$ cat src/rtl/sine_tone_generator_core_defines.svh
// Assertion macros for the sine tone generator core.
// Each macro expects a clock named i_clk and a synchronous active-low reset i_rst_n.
`ifndef SINE_TONE_GENERATOR_CORE_DEFINES_SVH
`define SINE_TONE_GENERATOR_CORE_DEFINES_SVH

// Consequent checked in the same cycle as the antecedent.
`define STG_ASSERT_NOW(label, ante, cons, msg) \
    label: assert property (@(posedge i_clk) disable iff (!i_rst_n) (ante) |-> (cons)) \
        else $error(msg);

// Consequent checked in the cycle after the antecedent.
`define STG_ASSERT_NEXT(label, ante, cons, msg) \
    label: assert property (@(posedge i_clk) disable iff (!i_rst_n) (ante) |=> (cons)) \
        else $error(msg);

`endif

$ cat src/rtl/stg_pkg.sv
// Shared types, codes and constants of the sine tone generator core.
// No dependencies; imported by sine_tone_generator_core.
package stg_pkg;

    localparam int STG_PHASE_BITS   = 32;
    localparam int STG_MAX_CHANNELS = 8;
    localparam int STG_CFG_IDX_W    = 3;
    localparam int STG_CFG_DATA_W   = 32;

    // Channel count limit: the smaller of the channel maximum and eight results.
    localparam logic [3:0] STG_RESULT_LIMIT =
        (STG_MAX_CHANNELS < 8) ? 4'(STG_MAX_CHANNELS) : 4'd8;

    // Operation codes of an input word.
    localparam logic OP_RENDER = 1'b0;
    localparam logic OP_LOAD   = 1'b1;

    // Configuration register indexes.
    localparam logic [STG_CFG_IDX_W-1:0] CFG_PHASE_STEP    = 3'd0;
    localparam logic [STG_CFG_IDX_W-1:0] CFG_PHASE_OFFSET  = 3'd1;
    localparam logic [STG_CFG_IDX_W-1:0] CFG_AMPLITUDE     = 3'd2;
    localparam logic [STG_CFG_IDX_W-1:0] CFG_SAMPLE_FORMAT = 3'd3;
    localparam logic [STG_CFG_IDX_W-1:0] CFG_CHANNEL_COUNT = 3'd4;

    // Sample format codes; any other code is treated as int32.
    localparam logic [1:0] FMT_INT8  = 2'd0;
    localparam logic [1:0] FMT_INT16 = 2'd1;

    localparam logic [31:0] SCALE_INT8  = 32'd127;
    localparam logic [31:0] SCALE_INT16 = 32'h0000_7FFF;
    localparam logic [31:0] SCALE_INT32 = 32'h7FFF_FFFF;

    // Multiplication steps of one render word.
    localparam logic [3:0] STEP_SQUARE = 4'd0;
    localparam logic [3:0] STEP_SINE   = 4'd7;
    localparam logic [3:0] STEP_AMP    = 4'd8;
    localparam logic [3:0] STEP_SCALE  = 4'd9;

    localparam logic [3:0] COEF_TOP = 4'd6;

    typedef struct packed {
        logic        operation;
        logic [31:0] new_time;
    } t_in_word;

    typedef struct packed {
        logic signed [31:0] sample_value;
        logic [2:0]         channel_index;
        logic               last_in_frame;
    } t_out_word;

    typedef enum logic [2:0] {
        ST_IDLE,
        ST_PHASE,
        ST_OFFSET,
        ST_FOLD,
        ST_LOAD,
        ST_MUL,
        ST_POST,
        ST_EMIT
    } t_state;

    // Odd sine polynomial in a quarter-turn Q30 angle, Q30 coefficients.
    function automatic logic signed [31:0] sin_coef(input logic [2:0] k);
        logic signed [31:0] c;
        case (k)
            3'd0:    c = 32'sd1686629713;
            3'd1:    c = -32'sd693598668;
            3'd2:    c = 32'sd85569306;
            3'd3:    c = -32'sd5026995;
            3'd4:    c = 32'sd172272;
            3'd5:    c = -32'sd3864;
            3'd6:    c = 32'sd61;
            default: c = 32'sd0;
        endcase
        return c;
    endfunction

endpackage

$ cat src/rtl/sine_tone_generator_core.sv
// Sine tone generator core: phase accumulation, polynomial sine, scaling, channel fan-out.
// Depends on stg_pkg and sine_tone_generator_core_defines.svh.
// A render word runs one bit-serial phase multiply and then ten shared bit-serial
// multiplies before its first output word. Output words then follow one per cycle
// while i_out_stall is low. A load word only sets the sample time and starts no multiply.
// Synchronous active-low reset: idle, sample time 0, registers at their defaults.
`include "sine_tone_generator_core_defines.svh"

module sine_tone_generator_core
    import stg_pkg::*;
#(
    parameter int PHASE_BITS = STG_PHASE_BITS
) (
    input  logic                      i_clk,
    input  logic                      i_rst_n,
    input  logic                      i_cfg_we,
    input  logic [STG_CFG_IDX_W-1:0]  i_cfg_index,
    input  logic [STG_CFG_DATA_W-1:0] i_cfg_data,
    input  logic                      i_in_valid,
    output logic                      o_in_stall,
    input  t_in_word                  i_in_word,
    output logic                      o_out_valid,
    input  logic                      i_out_stall,
    output t_out_word                 o_out_word
);

    localparam logic signed [32:0] QUARTER   = 33'sh0_4000_0000;
    localparam logic signed [32:0] HALF      = 33'sh0_8000_0000;
    localparam logic signed [32:0] NEG_HALF  = 33'sh1_8000_0000;
    localparam logic [34:0]        Q30_ONE   = 35'h0_4000_0000;
    localparam logic [4:0]         LAST_BIT  = 5'd31;

    t_state r_state, n_state;

    logic [31:0]            r_phase_step;
    logic [31:0]            r_phase_offset;
    logic [15:0]            r_amplitude;
    logic [1:0]             r_sample_format;
    logic [3:0]             r_channel_count;
    logic [31:0]            r_sample_time;

    logic [PHASE_BITS-1:0]  r_phase;
    logic [31:0]            r_time_sh;
    logic signed [32:0]     r_ang;
    logic [30:0]            r_w;
    logic signed [35:0]     r_acc;
    logic [31:0]            r_mul_a;
    logic [31:0]            r_mul_b;
    logic [63:0]            r_prod;
    logic                   r_neg;
    logic [4:0]             r_cnt;
    logic [3:0]             r_step;
    logic signed [31:0]     r_value;
    logic [2:0]             r_chan;

    logic                   in_accept;
    logic [PHASE_BITS+31:0] step_w;
    logic [PHASE_BITS+31:0] offset_w;
    logic [PHASE_BITS+31:0] phase_ext;
    logic [31:0]            angle;
    logic signed [32:0]     ang_raw;
    logic signed [32:0]     ang_fold;
    logic [32:0]            ang_abs;
    logic [35:0]            acc_abs;
    logic [31:0]            y_mag;
    logic                   y_neg;
    logic [31:0]            fmt_scale;
    logic [32:0]            mul_sum;
    logic [35:0]            mag36;
    logic signed [35:0]     res30;
    logic signed [35:0]     coef_ext;
    logic [2:0]             coef_idx;
    logic [34:0]            amp_mag;
    logic [30:0]            amp_clamp;
    logic signed [35:0]     amp_res;
    logic [32:0]            round_t;
    logic [31:0]            scale_mag;
    logic [3:0]             chan_n;
    logic                   chan_last;

    assign in_accept = i_in_valid && !o_in_stall;

    // Phase registers follow PHASE_BITS: extend or truncate the 32-bit registers.
    assign step_w    = {{PHASE_BITS{1'b0}}, r_phase_step};
    assign offset_w  = {{PHASE_BITS{1'b0}}, r_phase_offset};
    assign phase_ext = {r_phase, 32'b0};
    assign angle     = phase_ext[PHASE_BITS+31 -: 32];

    // Fold the angle into a quarter turn around zero, using sin(1/2 - x) = sin(x).
    assign ang_raw = {angle[31], angle};
    always_comb begin
        if (ang_raw > QUARTER) begin
            ang_fold = HALF - ang_raw;
        end else if (ang_raw < -QUARTER) begin
            ang_fold = NEG_HALF - ang_raw;
        end else begin
            ang_fold = ang_raw;
        end
    end

    assign ang_abs = r_ang[32] ? 33'(-r_ang) : 33'(r_ang);
    assign acc_abs = r_acc[35] ? 36'(-r_acc) : 36'(r_acc);

    always_comb begin
        case (r_sample_format)
            FMT_INT8:  fmt_scale = SCALE_INT8;
            FMT_INT16: fmt_scale = SCALE_INT16;
            default:   fmt_scale = SCALE_INT32;
        endcase
    end

    // Second operand of the shared multiplier; the first is always the accumulator.
    always_comb begin
        y_neg = 1'b0;
        case (r_step)
            STEP_SQUARE, STEP_SINE: begin
                y_mag = ang_abs[31:0];
                y_neg = r_ang[32];
            end
            STEP_AMP:   y_mag = 32'(r_amplitude);
            STEP_SCALE: y_mag = fmt_scale;
            default:    y_mag = 32'(r_w);
        endcase
    end

    assign mul_sum = {1'b0, r_prod[63:32]} + (r_mul_b[0] ? {1'b0, r_mul_a} : 33'd0);

    // Post-processing of a finished product, truncated toward zero.
    assign mag36    = {2'b00, r_prod[63:30]};
    assign res30    = r_neg ? -$signed(mag36) : $signed(mag36);
    assign coef_idx = 3'(COEF_TOP - r_step);
    assign coef_ext = 36'(sin_coef(coef_idx));

    assign amp_mag   = r_prod[46:12];
    assign amp_clamp = (amp_mag > Q30_ONE) ? Q30_ONE[30:0] : amp_mag[30:0];
    assign amp_res   = r_neg ? -$signed({5'b0, amp_clamp}) : $signed({5'b0, amp_clamp});

    // Round half away from zero: ((p >> 29) + 1) >> 1 on the magnitude.
    assign round_t   = {1'b0, r_prod[60:29]} + 33'd1;
    assign scale_mag = round_t[32:1];

    assign chan_n    = (r_channel_count > STG_RESULT_LIMIT) ? STG_RESULT_LIMIT
                                                            : r_channel_count;
    assign chan_last = (r_chan == 3'(chan_n - 4'd1));

    always_ff @(posedge i_clk) begin
        if (!i_rst_n) begin
            r_state <= ST_IDLE;
        end else begin
            r_state <= n_state;
        end
    end

    always_comb begin
        n_state     = r_state;
        o_in_stall  = (r_state != ST_IDLE);
        o_out_valid = (r_state == ST_EMIT);
        o_out_word  = '{sample_value: r_value, channel_index: r_chan,
                        last_in_frame: chan_last};
        case (r_state)
            ST_IDLE: begin
                if (i_in_valid && i_in_word.operation == OP_RENDER) begin
                    n_state = ST_PHASE;
                end
            end
            ST_PHASE: begin
                if (r_cnt == LAST_BIT) begin
                    n_state = ST_OFFSET;
                end
            end
            ST_OFFSET: n_state = ST_FOLD;
            ST_FOLD:   n_state = ST_LOAD;
            ST_LOAD:   n_state = ST_MUL;
            ST_MUL: begin
                if (r_cnt == LAST_BIT) begin
                    n_state = ST_POST;
                end
            end
            ST_POST: begin
                if (r_step != STEP_SCALE) begin
                    n_state = ST_LOAD;
                end else if (chan_n == 4'd0) begin
                    n_state = ST_IDLE;
                end else begin
                    n_state = ST_EMIT;
                end
            end
            ST_EMIT: begin
                if (!i_out_stall && chan_last) begin
                    n_state = ST_IDLE;
                end
            end
            default: n_state = ST_IDLE;
        endcase
    end

    always_ff @(posedge i_clk) begin
        if (!i_rst_n) begin
            r_phase_step    <= '0;
            r_phase_offset  <= '0;
            r_amplitude     <= 16'd4096;
            r_sample_format <= FMT_INT16;
            r_channel_count <= 4'd1;
            r_sample_time   <= '0;
        end else begin
            if (i_cfg_we) begin
                case (i_cfg_index)
                    CFG_PHASE_STEP:    r_phase_step    <= i_cfg_data;
                    CFG_PHASE_OFFSET:  r_phase_offset  <= i_cfg_data;
                    CFG_AMPLITUDE:     r_amplitude     <= i_cfg_data[15:0];
                    CFG_SAMPLE_FORMAT: r_sample_format <= i_cfg_data[1:0];
                    CFG_CHANNEL_COUNT: r_channel_count <= i_cfg_data[3:0];
                    default: ;
                endcase
            end
            if (in_accept) begin
                if (i_in_word.operation == OP_LOAD) begin
                    r_sample_time <= i_in_word.new_time;
                end else begin
                    r_sample_time <= r_sample_time + 32'd1;
                end
            end
        end
    end

    // Datapath: payload registers, sequenced by r_state.
    always_ff @(posedge i_clk) begin
        case (r_state)
            ST_IDLE: begin
                r_phase   <= '0;
                r_time_sh <= r_sample_time;
                r_cnt     <= '0;
            end
            ST_PHASE: begin
                // One multiplier bit of the sample time per cycle, MSB first.
                r_phase   <= (r_phase << 1)
                           + (r_time_sh[31] ? step_w[PHASE_BITS-1:0] : '0);
                r_time_sh <= r_time_sh << 1;
                r_cnt     <= r_cnt + 5'd1;
            end
            ST_OFFSET: begin
                r_phase <= r_phase + offset_w[PHASE_BITS-1:0];
            end
            ST_FOLD: begin
                r_ang  <= ang_fold;
                r_acc  <= 36'(ang_fold);
                r_step <= STEP_SQUARE;
            end
            ST_LOAD: begin
                r_mul_a <= acc_abs[31:0];
                r_mul_b <= y_mag;
                r_neg   <= r_acc[35] ^ y_neg;
                r_prod  <= '0;
                r_cnt   <= '0;
            end
            ST_MUL: begin
                // Shift-add, multiplier LSB first; the high half collects the sum.
                r_prod  <= {mul_sum, r_prod[31:1]};
                r_mul_b <= r_mul_b >> 1;
                r_cnt   <= r_cnt + 5'd1;
            end
            ST_POST: begin
                case (r_step)
                    STEP_SQUARE: begin
                        r_w   <= r_prod[60:30];
                        r_acc <= 36'(sin_coef(COEF_TOP[2:0]));
                    end
                    STEP_SINE:  r_acc <= res30;
                    STEP_AMP:   r_acc <= amp_res;
                    STEP_SCALE: r_value <= r_neg ? -$signed(scale_mag) : $signed(scale_mag);
                    default:    r_acc <= coef_ext + res30;
                endcase
                r_step <= r_step + 4'd1;
                r_chan <= '0;
            end
            ST_EMIT: begin
                if (!i_out_stall) begin
                    r_chan <= r_chan + 3'd1;
                end
            end
            default: ;
        endcase
    end

    `STG_ASSERT_NOW(a_out_holds_input, o_out_valid, o_in_stall, "input taken while words pending")
    `STG_ASSERT_NEXT(a_render_starts, in_accept && i_in_word.operation == OP_RENDER, r_state == ST_PHASE, "render word did not start the phase multiply")
    `STG_ASSERT_NEXT(a_load_silent, in_accept && i_in_word.operation == OP_LOAD, !o_out_valid && r_sample_time == $past(i_in_word.new_time), "load word misbehaved")
    `STG_ASSERT_NOW(a_chan_range, o_out_valid, 4'(r_chan) < chan_n, "channel index beyond channel count")
    `STG_ASSERT_NOW(a_step_range, r_state == ST_MUL, r_step <= STEP_SCALE, "multiply step out of range")

endmodule

$ cat config.mk
export PLATFORM = sky130hd
export DESIGN_NAME = sine_tone_generator_core
export DESIGN_NICKNAME = d
export VERILOG_FILES = /design/src/rtl/stg_pkg.sv /design/src/rtl/sine_tone_generator_core.sv
export VERILOG_INCLUDE_DIRS = /design/src /design/src/rtl
export SDC_FILE = /design/constraint.sdc
export NUM_CORES = 1
export LEC_CHECK = 0
export BUFFER_PORTS_ARGS = -buffer_cell sky130_fd_sc_hd__buf_2
export CAP_MARGIN = 20
export CORE_MARGIN = 4
export CORE_UTILIZATION = 40
export CTS_CLUSTER_SIZE = 10
export DETAILED_ROUTE_END_ITERATION = 8
export HOLD_SLACK_MARGIN = 0.15
export PLACE_DENSITY = 0.61
export SLEW_MARGIN = 20
export SYNTH_ARGS = -nofsm -noshare
export SYNTH_HDL_FRONTEND = slang
export SYNTH_SLANG_ARGS = --single-unit
$ cat constraint.sdc
create_clock -name i_clk -period 11.13 [get_ports i_clk]
set_input_delay 1.6695 -clock i_clk [delete_from_list [all_inputs] [get_ports i_clk]]
set_output_delay 1.6695 -clock i_clk [all_outputs]
set_load 0.02 [all_outputs]
# Word-level counts from Yosys, hierarchy flattened
# Cells that the tools add are included.
[word_totals] regBits=458 latchBits=0 mem_bits_rw=0 mem_bits_ro=0 input_bits=73 out_inout_bits=38 elab_cells=138 memories=0
[classes] addsub=18 n_mul=0 n_div=0 magnitude_cmp=4 eq_ne=30 n_shift=0 mux=33 bitwise_logic=2 reduce_logical=31
[op_table] op="32-bit one-hot mux with 7 select lines" count=1
[op_table] op="32-bit two-way mux" count=6
[op_table] op="32-bit one-hot mux with 3 select lines" count=2
[op_table] op="36-bit one-hot mux with 4 select lines" count=1
[op_table] op="32-bit one-hot mux with 2 select lines" count=2
[op_table] op="64-bit one-hot mux with 2 select lines" count=1
[op_table] op="32-bit negator" count=3
[op_table] op="36-bit two-way mux" count=2
[op_table] op="36-bit one-hot mux with 2 select lines" count=1
[op_table] op="33-bit two-way mux" count=2
[op_table] op="32-bit adder" count=2
[op_table] op="31-bit one-hot mux with 2 select lines" count=1
[op_table] op="32-bit by 36-bit adder with 36-bit output" count=1
[op_table] op="31-bit negator with 36-bit output" count=1
[op_table] op="34-bit negator with 36-bit output" count=1
[op_table] op="35-bit by 31-bit > comparator with 1-bit output, second input constant" count=1
[op_table] op="32-bit by 1-bit adder with 33-bit output, second input constant" count=1
[op_table] op="32-bit by 32-bit adder with 33-bit output" count=1
[op_table] op="32-bit by 32-bit subtractor with 33-bit output, first input constant" count=1
[op_table] op="33-bit by 32-bit subtractor with 33-bit output, first input constant" count=1
[op_table] op="32-bit by 1-bit adder with 32-bit output, second input constant" count=1
[op_table] op="32-bit > comparator, second input constant" count=1
[op_table] op="32-bit by 31-bit < comparator with 1-bit output, second input constant" count=1
[op_table] op="31-bit two-way mux" count=1
[op_table] op="other kinds (36)" count=82

# Depth between registers and ports, before layout
[logic_depth] word_depth=7 depth_mapped=21

# Worst setup path before layout
# Ideal clock, no wire load.
[synth_path] path_kind="reg-to-reg" startpoint="reg r_state[1]" endpoint="reg r_mul_a[0] (enable)" setup_ps=427 arrival_time_ps=4759 path_slack_ps=5944 stages_incl_launch_ff=5 period_less_slack_ps=5186 cell_sequence="dfxtp_1 > clkbuf_1 > nor2b_1 > clkbuf_1 > nor2b_1"
[synth_via] elab_chain_cells=1
[synth_lines] item="from (decl)" line="sine_tone_generator_core.sv:33" source="t_state r_state, n_state;"
[synth_lines] item="from (signal assigned)" line="sine_tone_generator_core.sv:150" source="r_state <= n_state;"
[synth_lines] item="3-bit equality test" line="sine_tone_generator_core.sv:228" source="case (r_state)"
[synth_lines] item="to (signal assigned)" line="sine_tone_generator_core.sv:250" source="r_mul_a <= acc_abs[31:0];"
[synth_lines] item="to (decl)" line="sine_tone_generator_core.sv:47" source="logic [31:0] r_mul_a;"
# No other way between the ends.
# A chain may end at the register's enable or synchronous reset.

# Worst setup path after layout
[layout_path] startpoint="reg r_step[0]" endpoint="reg r_acc[30] (data pin)"
[layout_via] elab_chain_cells=6 elab_cells_between_ends=16 cone_classes="2 x add/sub; 9 x eq/ne; 3 x mux; 2 x reduce/logical"
[layout_lines] item="from (decl)" line="sine_tone_generator_core.sv:52" source="logic [3:0] r_step;"
[layout_lines] item="from (signal assigned)" line="sine_tone_generator_core.sv:273" source="r_step <= r_step + 4'd1;"
[layout_lines] item="3-bit subtractor" line="sine_tone_generator_core.sv:131" source="assign coef_idx = 3'(COEF_TOP - r_step);"
[layout_lines] item="3-bit equality test, or another cell as far along" line="stg_pkg.sv:66" source="case (k)"
[layout_lines] item="32-bit one-hot mux with 7 select lines" line="stg_pkg.sv:66"
[layout_lines] item="32-bit by 36-bit adder with 36-bit output" line="sine_tone_generator_core.sv:271" source="default: r_acc <= coef_ext + res30;"
[layout_lines] item="36-bit one-hot mux with 4 select lines *" line="sine_tone_generator_core.sv:263" source="case (r_step)"
[layout_lines] item="36-bit one-hot mux with 2 select lines *" line="sine_tone_generator_core.sv:228"
[layout_lines] item="to (signal assigned)" line="sine_tone_generator_core.sv:266" source="r_acc <= 36'(sin_coef(COEF_TOP[2:0]));"
[layout_lines] item="to (signal assigned)" line="sine_tone_generator_core.sv:268" source="STEP_SINE: r_acc <= res30;"
[layout_lines] item="to (signal assigned)" line="sine_tone_generator_core.sv:271"
[layout_lines] item="to (decl)" line="sine_tone_generator_core.sv:46" source="logic signed [35:0] r_acc;"
# Every way passes the cells marked *; elsewhere a longest branch is shown, timed or not.

==> summary.md <==
| Metric | Value |
|---|---|
| Hold buffer count at CTS | 0 |
| Initial antenna violation count | 2 |
| P_sw | 785 uW |
| XOR/XNOR share of the synthesized area | 0.0936 |
| Core ar. | 71700 sq um |
| Routing usage on met1 | 0.294 |
| Die area | 76900 sq um |
| Reg2reg setup slack | 5.03 ns |
| Status | completed |
| Clk_lat worst skew | 0.62 ns |
| Crit path DAT | 6.43 ns |
| Site Rows | 98 |
| WP buf/inv | 1 |
| Initial Utilization | 0.404 |
| First-pass GRT wire length | 133 mm |
| Compound-cell area share of the yosys netlist | 0.193 |
| Ant diodes | 0 |
| Relative slew slack | 0.295 |
| Tcrit/Tclk final | 0.548 |
| WL final | 85.9 mm |
| Clk buf depth | 3 |
| Setup crit start kind | flip-flop |
| Die Span X | 277 um |
| Post-Place Worst Slack | 5.18 ns |
| Critical path endpoint category | flip-flop |
| Crit path required time | 11.46 ns |
| Power per standard cell area | 110 nW/um^2 |
| Final net count | 3503 |
| Slowest stage delay, CP | 0.55 ns |
| Final setup vio count | 0 |
| Post-synth EDFFs | 322 |
| Final hold vios | 0 |
| Multiplexer area fraction after synthesis | 0.00677 |
| Vias in the first global route | 23.0k |
| Top Usage Layer GRT | met2 |
| CP Max Fanout | 13 |
| CTS Buf Count | 54 |
| Area growth, synth to finish | 10.4% |
| Worst Clk Skew | 0.0482 ns |
| Maxcap violations | 0 |
| RSZ-0062 raised after global routing | no |
| Synth Warn # | 0 |
| Internal power | 2740 uW |
| Total track usage | 0.215 |
| Clock Power Share | 0.461 |
| Static leakage | 0.0122 uW |
| Mapped Area | 29000 sq um |
| Max IR drop VDD | 0.118 mV |
| Met3 global-route usage | 0.0283 |
| Slew Limit Fails | 0 |
| Comb pwr share | 0.031 |
| WL per Instance | 20.1 um |
| Post_cts resized | 0 |
| Path category of the worst min-delay check | flip-flop to flip-flop |
| Syn_nets | 3469 |
| DRC violations left | 0 |
| Number of I/O port buffers | 110 |
| Largest delay share family, worst path | compound AO/OA/AOI/OAI gates |
| GR Util met2 | 0.343 |
| Worst-margin pin slew | 1.06 ns |
| Worst setup margin | 5.03 ns |
| Post-CTS Setup Inserts | 0 |
| Detailed placement HPWL | 63.3 mm |
| CP max-delay cell | edfxtp_1 |
| Avg Vias per Cell | 5.70 |
| CTS tree | built |
| Distinct cells, synth | 86 |
| RePlAce Congestion | 0.986 |
| 1st-pass router iterations | 6 |
| Final setup TNS | 0 ns |
| Commonest cells after routing, fill and taps aside | nand2_1 (488), edfxtp_1 (322), a21oi_1 (279) |
| Post-Synth Simple-Gate Area | 0.192 |
| Clock-pin slew on the worst setup and hold paths | 0.06 ns |
| Chip Height | 277 um |
| Crit path cell chain | ha_1, ha_1, nand2b_1, and2_1, inv_1, nor2_1, a21oi_1, o31a_1, ha_1, fa_1, a211oi_1, o21ai_0, a41oi_1, o21ai_0, a21oi_1, o21a_1, o221ai_1, a2111o_1, a21oi_1, o31ai_1 |
| Ys flop type | edfxtp_1 |
| Adder-cell share of the synthesized area | 0.0670 |
| Fin crit period | 6.10 ns |
| Sink Count | 443 |
| Cells after Synth | 3243 |
| Switching part of the total | 0.223 |
| Worst Setup Path Type | flip-flop to flip-flop |
| I/O pins | 111 |
| Mean Syn Cell Area | 8.94 sq um |
| Ys async rst share | 0 |
| Flop pwr share | 0.508 |
| Routed Antenna Nets | 0 |
| Sequential area share after synthesis | 0.417 |
| DR vias | 24.3k |
| H-tree depth | 2 |
| Total gr overflow | 0 |
| 1st-iter DRT viols | 2111 |
| CTS root buf | clkbuf_16 |
| Maximum clock frequency | 164 MHz |
| Largest net degree at the start of global routing | 87 |
| Main combinational cell family by area after synthesis | compound AO/OA/AOI/OAI gates |
| Synthesis-stage register bit count | 443 |
| Most common cell after layout, fill and taps aside | nand2_1 |
| Layout cells sized above 1 | 0.0770 |
==> logic make-up after synthesis <==
| family | Yosys count |
|---|---|
| adder cells (fa/ha/maj) | 153 |
| flip-flops | 443 |
| AO/OA/AOI/OAI | 896 |
| AND/OR/NAND/NOR | 1191 |
| multiplexers | 19 |
| XOR/XNOR | 310 |
| buffers and inverters | 231 |
==> layout make-up <==
class / count / area, sq um
fill: 7030 / 39700
clock inverter: 12 / 110
inverter: 65 / 245
multi-input combinational: 2569 / 16100
tap: 950 / 1190
timing repair buffer: 144 / 818
clock buffer: 80 / 1470
sequential: 443 / 12100
==> Yosys cell counts (all sizes together) (40+ instances only) <==
cell type  count  share of area
nand3         82          0.014
xnor2        203          0.061
o21ai        214          0.037
dfxtp        121          0.084
nor3          42         0.0074
ha           149          0.064
o31ai         55          0.014
edfxtp       322           0.33
clkbuf       142          0.018
a21oi        281          0.049
a21o          70          0.018
and2          81          0.017
inv           65         0.0084
xor2         107          0.032
or3           40         0.0088
nor2         246          0.032
nand2        490          0.063
and3          48          0.010
==> per-stage QoR <==
stage               cells  cell area (sq um)  hold WS [ns]  power [uW]   util
finish               4263              32000         0.449        3530  0.446
global route         4263              32000         0.459        3640  0.446
CTS                  4262              32000         0.451        3560  0.446
detailed placement   4170              30400         0.443        1930  0.424
global placement     4170              30400         0.438        1930  0.424
floorplan            3243              29000         0.432        1890      -
==> metal layers <==
layer / vias to the layer above / wire length (um)
met4: 4 / 4070
li1: 11900 / -
met3: 159 / 5250
met1: 11400 / 38400
met2: 792 / 38200
met5: - / 27
==> path summary, 6_finish.rpt <==
kind,cells past startpoint,from,to
max,20,r_step[0]$_SDFFCE_PN0P_,r_acc[30]$_DFFE_PP_
min,2,r_phase_step[4]$_SDFFE_PN0P_,r_phase_step[4]$_SDFFE_PN0P_
max reg2reg,20,r_step[0]$_SDFFCE_PN0P_,r_acc[30]$_DFFE_PP_
min reg2reg,2,r_phase_step[4]$_SDFFE_PN0P_,r_phase_step[4]$_SDFFE_PN0P_
==> state kept, by name, indices dropped and copies added (netlist names), 5 cells and up <==
signal / count
r_time_sh: 32
r_phase_step: 32
r_cnt: 5
r_amplitude: 16
r_prod: 52
r_sample_time: 32
r_mul_a: 32
r_acc: 33
r_ang: 33
r_phase_offset: 32
r_mul_b: 32
angle: 32
r_value: 32
r_w: 31
==> power by group through the flow <==
stage | Clock [uW] | Sequential (uW) | Combinational, uW
after global routing | 1730 | 1790 | 124
final | 1620 | 1790 | 111
after floorplan | 0 | 1820 | 71.7
after global placement | 0 | 1820 | 110
after detailed placement | 0 | 1820 | 111
after CTS | 1660 | 1790 | 111
==> worst register-to-register path, stage by stage, from the launching register on <==
cell and delay [ns]:
edfxtp_1 0.55, ha_1 0.32, ha_1 0.52, nand2b_1 0.19, and2_1 0.19, inv_1 0.08
nor2_1 0.35, a21oi_1 0.11, o31a_1 0.13, ha_1 0.22, fa_1 0.44, a211oi_1 0.39
o21ai_0 0.22, a41oi_1 0.37, o21ai_0 0.28, a21oi_1 0.37, o21a_1 0.22, o221ai_1 0.19
a2111o_1 0.44, a21oi_1 0.13, o31ai_1 0.10
No activity file was read; power rests on OpenSTA's default activity.
